==> config.mk <==
export PLATFORM = sky130hd
export DESIGN_NAME = maze_wall_follower_step
export DESIGN_NICKNAME = d
export VERILOG_FILES = /design/src/rtl/core/mwf_pkg.sv /design/src/rtl/core/mwf_step_logic.sv /design/src/rtl/core/maze_wall_follower_step.sv
export SDC_FILE = /design/constraint.sdc
export NUM_CORES = 1
export LEC_CHECK = 0
export BUFFER_PORTS_ARGS = -buffer_cell sky130_fd_sc_hd__buf_2
export CORE_UTILIZATION = 45
export CTS_BUF_LIST = sky130_fd_sc_hd__clkbuf_2 sky130_fd_sc_hd__clkbuf_4 sky130_fd_sc_hd__clkbuf_8
export DETAILED_ROUTE_END_ITERATION = 16
export HOLD_SLACK_MARGIN = 0.02
export PLACE_DENSITY = 0.66
export SLEW_MARGIN = 20
export SYNTH_ARGS = -nofsm -noshare
export SYNTH_HDL_FRONTEND = slang
export SYNTH_SLANG_ARGS = --single-unit
==> constraint.sdc <==
create_clock -name clock -period 5.65 [get_ports clock]
set_input_delay 1.13 -clock clock [delete_from_list [all_inputs] [get_ports clock]]
set_output_delay 1.13 -clock clock [all_outputs]
set_load 0.05 [all_outputs]
==> src/rtl/core/mwf_pkg.sv <==
// ----------------------------------------------------------------------------
// mwf_pkg: shared types and constants of the wall follower step
// Register codes, node kinds, reset values and the turn and classify helpers.
// ----------------------------------------------------------------------------
package mwf_pkg;

   localparam int DIST_BITS_DEFAULT = 12;
   localparam int LIMIT_BITS        = 12;
   localparam int RUN_BITS          = 3;
   localparam int KIND_BITS         = 3;
   localparam int CSR_IDX_BITS      = 2;
   localparam int CSR_DATA_BITS     = 12;

   localparam logic [CSR_IDX_BITS-1:0] CSR_WALL_LIMIT      = 2'd0;
   localparam logic [CSR_IDX_BITS-1:0] CSR_NEAR_LIMIT      = 2'd1;
   localparam logic [CSR_IDX_BITS-1:0] CSR_LEAK_RUN_NEEDED = 2'd2;

   localparam logic [LIMIT_BITS-1:0] WALL_LIMIT_RESET      = 12'd570;
   localparam logic [LIMIT_BITS-1:0] NEAR_LIMIT_RESET      = 12'd280;
   localparam logic [RUN_BITS-1:0]   LEAK_RUN_NEEDED_RESET = 3'd2;

   localparam logic [KIND_BITS-1:0] KIND_CORRIDOR = 3'd0;
   localparam logic [KIND_BITS-1:0] KIND_TURN     = 3'd1;
   localparam logic [KIND_BITS-1:0] KIND_DEAD_END = 3'd2;
   localparam logic [KIND_BITS-1:0] KIND_T        = 3'd3;
   localparam logic [KIND_BITS-1:0] KIND_Z        = 3'd4;
   localparam logic [KIND_BITS-1:0] KIND_START    = 3'd5;

   localparam logic [1:0] HEADING_NORTH = 2'd0;
   localparam logic [1:0] HEADING_EAST  = 2'd1;
   localparam logic [1:0] HEADING_SOUTH = 2'd2;
   localparam logic [1:0] HEADING_WEST  = 2'd3;

   typedef struct packed {
      logic [LIMIT_BITS-1:0] wall_limit;
      logic [LIMIT_BITS-1:0] near_limit;
      logic [RUN_BITS-1:0]   leak_run_needed;
   } cfg_type;

   typedef struct packed {
      logic [1:0]           heading;
      logic [3:0]           openings;
      logic                 pending;
      logic [RUN_BITS-1:0]  leak_run;
      logic [KIND_BITS-1:0] kind;
   } state_type;

   typedef struct packed {
      logic [1:0]           heading;
      logic                 new_node;
      logic [KIND_BITS-1:0] node_kind;
      logic [3:0]           open_sides;
      logic                 leak_confirmed;
   } result_type;

   function automatic logic [KIND_BITS-1:0] classify(input logic [3:0] op);
      logic [2:0] cnt;
      cnt = 3'(op[0]) + 3'(op[1]) + 3'(op[2]) + 3'(op[3]);
      case (cnt)
         3'd3:    classify = KIND_T;
         3'd2:    classify = (op[0] == op[2]) ? KIND_CORRIDOR : KIND_TURN;
         3'd1:    classify = KIND_DEAD_END;
         default: classify = KIND_Z;
      endcase
   endfunction

   function automatic logic [1:0] right_hand(input logic [1:0] h, input logic [3:0] op);
      logic [1:0] right;
      logic [1:0] left;
      right = h + 2'd1;
      left  = h + 2'd3;
      if (op[right]) begin
         right_hand = right;
      end else if (op[h]) begin
         right_hand = h;
      end else if (op[left]) begin
         right_hand = left;
      end else begin
         right_hand = h + 2'd2;
      end
   endfunction

endpackage

==> src/rtl/core/mwf_step_logic.sv <==
// ----------------------------------------------------------------------------
// mwf_step_logic: decision logic for one sensor sample
// Openings, front pick, node detection, classification, turn and leak run.
// ----------------------------------------------------------------------------
module mwf_step_logic
   import mwf_pkg::*;
#(
   parameter int DIST_BITS = DIST_BITS_DEFAULT
) (
   input  logic [3:0][DIST_BITS-1:0] sensor_dist,
   input  logic                      leak_seen,
   input  cfg_type                   cfg,
   input  state_type                 state,
   output state_type                 state_next,
   output result_type                result,
   output logic [DIST_BITS-1:0]      front_distance
);

   localparam int CMP_BITS = (DIST_BITS > LIMIT_BITS) ? DIST_BITS : LIMIT_BITS;

   logic [CMP_BITS-1:0]  wall_cmp;
   logic [CMP_BITS-1:0]  near_cmp;
   logic [CMP_BITS-1:0]  front_cmp;
   logic [3:0]           op;
   logic                 changed;
   logic                 fresh;
   logic                 confirmed;
   logic [KIND_BITS-1:0] kind;

   assign wall_cmp = CMP_BITS'(cfg.wall_limit);
   assign near_cmp = CMP_BITS'(cfg.near_limit);

   always_comb begin
      for (int i = 0; i < 4; i++) begin
         op[i] = CMP_BITS'(sensor_dist[i]) > wall_cmp;
      end
   end

   always_comb begin
      case (state.heading)
         HEADING_NORTH: front_distance = sensor_dist[0];
         HEADING_EAST:  front_distance = sensor_dist[1];
         HEADING_SOUTH: front_distance = sensor_dist[2];
         default:       front_distance = sensor_dist[3];
      endcase
   end

   assign front_cmp = CMP_BITS'(front_distance);
   assign changed   = op != state.openings;
   assign fresh     = changed && ((state.pending && front_cmp > wall_cmp) ||
                                  front_cmp < near_cmp);
   assign kind      = classify(op);
   assign confirmed = leak_seen && (state.leak_run >= cfg.leak_run_needed);

   always_comb begin
      state_next         = state;
      state_next.pending = changed;
      if (!leak_seen) begin
         state_next.leak_run = '0;
      end else if (!confirmed) begin
         state_next.leak_run = state.leak_run + RUN_BITS'(1);
      end
      if (fresh) begin
         state_next.openings = op;
         state_next.kind     = kind;
         if (kind != KIND_CORRIDOR) begin
            state_next.heading = right_hand(state.heading, op);
         end
      end
   end

   always_comb begin
      result.heading        = state_next.heading;
      result.new_node       = fresh;
      result.node_kind      = state_next.kind;
      result.open_sides     = op;
      result.leak_confirmed = confirmed;
   end

endmodule

==> src/rtl/core/maze_wall_follower_step.sv <==
// ----------------------------------------------------------------------------
// maze_wall_follower_step: right-hand wall follower, one step per sample
// Input register, decision logic with walker state, result register.
//
// channel  | dir | handshake              | payload
// req      | in  | req_tvalid/req_tready  | four distances, leak_seen
// rsp      | out | rsp_tvalid/rsp_tready  | heading, node flags, openings, front
// csr      | in  | csr_we                 | csr_index, csr_wdata
//
// One request per cycle while no result stalls; a request passes the input register, then the result register.
// Walker state updates in the single cycle a request moves to the result register.
// Reset clears state to north, all closed, kind start, and loads register defaults.
// A stalled result holds the input register; a request is taken while the
// result waits as long as the input register is free.
// ----------------------------------------------------------------------------
module maze_wall_follower_step
   import mwf_pkg::*;
#(
   parameter  int DIST_BITS = DIST_BITS_DEFAULT,
   localparam int REQ_USED  = 4 * DIST_BITS + 1,
   localparam int REQ_BITS  = ((REQ_USED + 7) / 8) * 8,
   localparam int RSP_USED  = $bits(result_type) + DIST_BITS,
   localparam int RSP_BITS  = ((RSP_USED + 7) / 8) * 8
) (
   input  logic                     clock,
   input  logic                     reset,
   input  logic                     req_tvalid,
   output logic                     req_tready,
   // dist_north, dist_east, dist_south, dist_west, leak_seen, zero fill
   input  logic [REQ_BITS-1:0]      req_tdata,
   output logic                     rsp_tvalid,
   input  logic                     rsp_tready,
   // heading, new_node, node_kind, open_sides, front_distance, leak_confirmed, zero fill
   output logic [RSP_BITS-1:0]      rsp_tdata,
   input  logic                     csr_we,
   input  logic [CSR_IDX_BITS-1:0]  csr_index,
   input  logic [CSR_DATA_BITS-1:0] csr_wdata
);

   cfg_type                  cfg_ff, cfg_in;
   state_type                state_ff, state_in;
   logic                     s1_valid_ff, s1_valid_in;
   logic [3:0][DIST_BITS-1:0] s1_dist_ff, s1_dist_in;
   logic                     s1_leak_ff, s1_leak_in;
   logic                     out_valid_ff, out_valid_in;
   result_type               out_res_ff, out_res_in;
   logic [DIST_BITS-1:0]     out_front_ff, out_front_in;

   state_type                step_state;
   result_type               step_res;
   logic [DIST_BITS-1:0]     step_front;
   logic                     stall;
   logic                     advance;
   logic                     take;

   mwf_step_logic #(
      .DIST_BITS(DIST_BITS)
   ) u_logic (
      .sensor_dist    (s1_dist_ff),
      .leak_seen      (s1_leak_ff),
      .cfg            (cfg_ff),
      .state          (state_ff),
      .state_next     (step_state),
      .result         (step_res),
      .front_distance (step_front)
   );

   assign stall      = out_valid_ff && !rsp_tready;
   assign advance    = s1_valid_ff && !stall;
   assign req_tready = !s1_valid_ff || !stall;
   assign take       = req_tvalid && req_tready;

   always_comb begin
      cfg_in = cfg_ff;
      if (csr_we) begin
         unique case (csr_index)
            CSR_WALL_LIMIT:      cfg_in.wall_limit      = csr_wdata[LIMIT_BITS-1:0];
            CSR_NEAR_LIMIT:      cfg_in.near_limit      = csr_wdata[LIMIT_BITS-1:0];
            CSR_LEAK_RUN_NEEDED: cfg_in.leak_run_needed = csr_wdata[RUN_BITS-1:0];
            default:             cfg_in = cfg_ff;
         endcase
      end
   end

   always_comb begin
      s1_valid_in = s1_valid_ff;
      s1_dist_in  = s1_dist_ff;
      s1_leak_in  = s1_leak_ff;
      if (advance) begin
         s1_valid_in = 1'b0;
      end
      if (take) begin
         s1_valid_in = 1'b1;
         for (int i = 0; i < 4; i++) begin
            s1_dist_in[i] = req_tdata[i*DIST_BITS +: DIST_BITS];
         end
         s1_leak_in = req_tdata[4*DIST_BITS];
      end
   end

   always_comb begin
      state_in     = state_ff;
      out_valid_in = out_valid_ff && !rsp_tready;
      out_res_in   = out_res_ff;
      out_front_in = out_front_ff;
      if (advance) begin
         state_in     = step_state;
         out_valid_in = 1'b1;
         out_res_in   = step_res;
         out_front_in = step_front;
      end
   end

   always_ff @(posedge clock) begin
      if (reset) begin
         cfg_ff.wall_limit      <= WALL_LIMIT_RESET;
         cfg_ff.near_limit      <= NEAR_LIMIT_RESET;
         cfg_ff.leak_run_needed <= LEAK_RUN_NEEDED_RESET;
         state_ff.heading       <= HEADING_NORTH;
         state_ff.openings      <= '0;
         state_ff.pending       <= 1'b0;
         state_ff.leak_run      <= '0;
         state_ff.kind          <= KIND_START;
         s1_valid_ff            <= 1'b0;
         out_valid_ff           <= 1'b0;
      end else begin
         cfg_ff       <= cfg_in;
         state_ff     <= state_in;
         s1_valid_ff  <= s1_valid_in;
         out_valid_ff <= out_valid_in;
      end
   end

   always_ff @(posedge clock) begin
      s1_dist_ff   <= s1_dist_in;
      s1_leak_ff   <= s1_leak_in;
      out_res_ff   <= out_res_in;
      out_front_ff <= out_front_in;
   end

   assign rsp_tvalid = out_valid_ff;
   assign rsp_tdata  = RSP_BITS'({out_res_ff.leak_confirmed, out_front_ff,
                                  out_res_ff.open_sides, out_res_ff.node_kind,
                                  out_res_ff.new_node, out_res_ff.heading});

   a_ready_only_on_stall: assert property (@(posedge clock) disable iff (reset)
      !req_tready |-> s1_valid_ff && out_valid_ff && !rsp_tready)
      else $error("request refused without a stalled result");

   a_heading_holds: assert property (@(posedge clock) disable iff (reset)
      advance && !step_res.new_node |=> state_ff.heading == $past(state_ff.heading))
      else $error("heading changed without a new node");

   a_openings_stored: assert property (@(posedge clock) disable iff (reset)
      advance && step_res.new_node |=> state_ff.openings == out_res_ff.open_sides)
      else $error("new node did not store its openings");

   a_leak_run_holds: assert property (@(posedge clock) disable iff (reset)
      advance && step_res.leak_confirmed |=> state_ff.leak_run == $past(state_ff.leak_run))
      else $error("leak run moved while confirmed");

   a_state_idle: assert property (@(posedge clock) disable iff (reset)
      !advance |=> state_ff == $past(state_ff))
      else $error("walker state changed without a request");

endmodule

# After elaboration in Yosys (flattened, before gate mapping)
# Index checks and enable logic that the tools add are counted.
# word_totals
elab_cells	88
regBits	114
ram_bits	0
inputBits	75
mem_count	0
romBits	0
out_inout_bits	26
latchBits	0
# classes
mul	0
addsub	7
shifts	0
mux	20
n_eq_ne	10
bitwise_logic	0
n_lt_le_gt_ge	10
n_reduce_logical	20
div	0
# op_table
cell	count
$gt 12x12->1	5
$pmux 12 s3	1
$lt 12x12->1	1
$reduce_and 2->1	5
$lt 2x3->1 const B	3
$mux 3	3
$pmux 3 s3	1
$mux 2	4
$mux 1	7
$add 3x1->3	2
$bmux 1 s2	3
$eq 3x2->1 const B	2
$logic_and 1x1->1	6
$mux 6	1
$add 2x2->2 const B	2
$eq 2x1->1 const B	2
$eq 2x2->1 const B	2
$logic_not 2->1	2
$ne 4x4->1	1
$add 3x1->3 const B	1
$eq 3x1->1 const B	1
$ge 3x3->1	1
$logic_not 1->1	3
$reduce_bool 3->1	1
other kinds (6)	7

# Depth between registers and ports, before layout
# logic_depth
word_depth	9
mapped_depth	17
mapped_depth_nobuf	16

# Cells and area by module
# From an unflattened synthesis, not the netlist that was laid out.
# unflattened
cells_unflattened	590
hier_area_um2	6358.6
# modules_own_cells
module	area_per_inst_um2	n_inst	seq_area_each_um2	cells_per_inst
maze_wall_follower_step	3827.4	1	3002.9	258
mwf_step_logic	2531.2	1	0.0	332

# Least setup slack after synthesis
# No wires, ideal clock.
# synth_path
path_kind	flip-flop to flip-flop
start	reg state_ff[11] in the netlist's numbering
end	reg state_ff[0] in the netlist's numbering
slack_ps	1840
n_path_buf	3
required_ps	5530
setup_ps	120
synth_period_minus_slack_ps	3810
arrival_ps	3690
path_stages_with_launch	18
cell_sequence	dfxtp_1 -> clkbuf_1 -> clkinv_1 -> ha_1 -> clkbuf_1 -> a222oi_1 -> mux2i_1 -> ha_1 -> a21o_1 -> a21o_1 -> a211oi_1 -> o21a_1 -> o211ai_1 -> a32oi_4 -> and2_1 -> buf_6 -> nor2b_1 -> a211o_1
# synth_lines
item	line	source
from (decl)	maze_wall_follower_step.sv:41	state_type state_ff, state_in;
from (signal assigned)	maze_wall_follower_step.sv:128	state_ff <= state_in;

==> impl_results.md <==
* Multiplexer area fraction after synthesis at 3.66%
* Most frequent cells in the layout: buf_2 (92), ha_1 (81), edfxtp_1 (72), inv_1 (54), nand2_1 (52)
* Synthesized Nets at 722
* CTS Hold Bufs at 0
* CTS tree: done
* Post-DRT Antenna Nets at 0
* Final Hold Viols at 0
* Clk pin slew, worst setup/hold paths at 0.07 ns
* Syn Inst Count at 565
* IO buf count at 92
* Hold/Removal Path Class: register to register
* Via count at 4622
* Largest net degree at the start of global routing at 50
* Syn Area/Cell at 11.0 µm²
* Number of flops mapped to enable cells by yosys at 72
* CP endpoint kind: register
* TritonRoute pass-1 iters at 5
* Layout area overhead at 17.3%
* Clock Tree Buf Depth at 2
* Crit-path max FO at 12
* Gpl congestion at 0.886
* Final wirelength at 14400 µm
* Setup_tns at 0 ns
* Antenna Cells at 0
* Status: finished, final reports clean
* Final cycle utilization of the critical path at 80.3%
* Synth Area in XOR/XNOR at 0.566%
* Vias per inst at 5.43
* Register area share after synthesis at 48.5%
* Tmin final at 4.54 ns
* Synthesis-stage register bit count at 114
* Yosys cell types at 59
* Post-synth ARST share at 0%
* Slew at the pin closest to its max-slew limit at 0.973 ns
* Yosys warning count at 0
* Initial antenna violation count at 0
* Comb power frac at 22.7%
* Nets@finish at 819
* Vias in the first global route at 4448
* Flop pwr share at 41.7%
* CP Launch Type: register
* Die Ht at 119 µm
* Final Max Slew Viols at 0
* Tot GR Track Use at 21.6%
* FMAX at 220 MHz
* Drt wl/cell at 16.9 µm
* CTS resizes at 0
* Switching Fraction at 29.0%
* CP Data Required Time at 5.98 ns
* Htree depth at 4
* Final number of setup-violating endpoints at 0
* Leak pwr at 3.08 nW
* PD cells at 326 nW/µm²
* Drt drc at 0
* Die X-Extent at 119 µm
* Register Area at 3000 µm²
* Crit path arrival time at 4.86 ns
* VDD IR max at 0.000221 V
* First-pass GRT wire length at 23000 µm
* I/O pin total at 101
* PnR worst setup slack at 1.11 ns
* Commonest non-fill, non-tap cell in the layout: buf_2
* Starting density of the core at 46.4%
* Synth Area in Simple Gates at 11.1%
* RSZ-0062 raised after global routing: false
* Die area at 14200 µm²
* Int Power at 1.68 mW
* Post-CTS Setup Inserts at 0
* Cts bufs inserted at 17
* Pre-CTS setup slack at 1.21 ns
* Initial DRC count at 430
* Clk_skew at 0.00845 ns
* Relative slew slack at 34.9%
* Share of layout cells above drive strength 1 at 21.0%
* CTS sink count at 114
* Main combinational cell family by area after synthesis: adder cells
* Maxcap violations at 0
* Fin util at 54.4%
* Root Buffer: clkbuf_8
* Mapped cell area at 6190 µm²
* Adder-Cell Fraction of Synth Area at 16.7%
* CORE AREA at 13300 µm²
* Worst-Skew Late Latency at 0.44 ns
* Psw at 687 µW
* Compound-Gate Fraction of Synth Area at 14.8%
* Ys flop type: edfxtp_1
* Crit Path Class: register to register
* HPWL Detailed at 10900 µm
* Final hold slack at 0.456 ns
* Overflow after GRT at 0
* Cell Rows at 42
* Clock power frac at 35.6%
* Area occupied by multi-input gates at 2910 µm²
* # fillers at 1215
[synth_stat cells (all sizes together), types with 3 or more instances]
master	count	area, µm²
a211oi	7	62.6
nand2	52	195
edfxtp	72	2160
nand2b	5	31.3
and2	3	21.3
o211ai	6	45.0
clkbuf	13	48.8
inv	54	203
mux2i	17	170
and3	4	25.0
clkinv	3	11.3
and4	4	35.0
nand3	6	30.0
o21a	4	30.0
mux2	5	56.3
a21o	7	52.6
a21oi	45	233
a222oi	12	120
ha	81	1010
nor2b	8	50.1
nor2	29	109
buf	3	22.5
xnor2	4	35.0
nor3	5	25.0
nand4	13	81.3
dfxtp	42	841
a211o	12	105
o21ai	16	80.1
[worst paths after layout]
kind,start,endpoint,slack [ns],cells after the start
setup / recovery,state_ff[11],state_ff[0],1.11,14
hold / removal,cfg_ff[23],cfg_ff[23],0.46,2
setup reg to reg,state_ff[11],state_ff[0],1.11,14
hold reg to reg,cfg_ff[23],cfg_ff[23],0.46,2
[state kept, by name (all words and copies together) (netlist names)]
register,count
s1_leak_ff,1
rsp_tdata,11
s1_dist_ff,48
state_ff,13
rsp_tvalid,1
s1_valid_ff,1
out_front_ff,12
cfg_ff,27
[power by group through the flow]
stage / Combinational (mW) / Sequential, mW / Clock (mW)
final: 0.536 / 0.987 / 0.841
after global routing: 0.592 / 0.992 / 0.897
after CTS: 0.534 / 0.987 / 0.857
after detailed placement: 0.529 / 1.00 / 0
after global placement: 0.509 / 1.00 / 0
after floorplan: 0.335 / 1.05 / 0
[critical path, cell delays in order, from the launching register on]
cell and delay, ns:
dfxtp_1 0.56, clkinv_1 0.32, ha_1 0.48, a222oi_1 0.40
mux2i_1 0.23, ha_1 0.35, a21o_1 0.16, a21o_1 0.17
a211oi_1 0.24, o21a_1 0.17, o211ai_1 0.16, a32oi_4 0.39
and2_1 0.43, nor2b_1 0.09, a211o_1 0.27
[logic make-up (layout without fill, tap and decap cells)]
group	Yosys count	in the layout
adders and majority gates	82	82
other	1	1
muxes	22	22
xor gates and xnor gates	4	4
AOI/OAI and AO/OA	129	129
and+or+nand+nor	140	140
buffers and inverters	73	183
DFF	114	114
[per-stage QoR]
| stage | power, mW | area [µm²] | cells |
|---|---|---|---|
| 2_1_floorplan | 1.39 | 6190 | 565 |
| 3_3_place_gp | 1.51 | 6820 | 819 |
| 3_5_place_dp | 1.53 | 6820 | 819 |
| 4_1_cts | 2.38 | 7260 | 851 |
| 5_1_grt | 2.48 | 7260 | 851 |
| 6_report | 2.36 | 7260 | 851 |
[routing by layer]
metal  up-vias  part of all wire (%)  GRT usage [%]
li1       2289                     -              -
met1      2177                    45           27.0
met2       135                    48           35.8
met3        21                   4.6           4.26
met4         0                   2.3           10.4
met5         -                     0              0
[area by class of cell]
cell class / count / area share, %
repair buffers: 94 / 6.55
clock inverters: 11 / 2.17
clock buffers: 21 / 3.89
multi-input cells: 378 / 40.0
well taps: 176 / 3.03
inverters: 57 / 2.95
flip-flops and latches: 114 / 41.4
No activity file was read; power rests on OpenSTA's default activity.
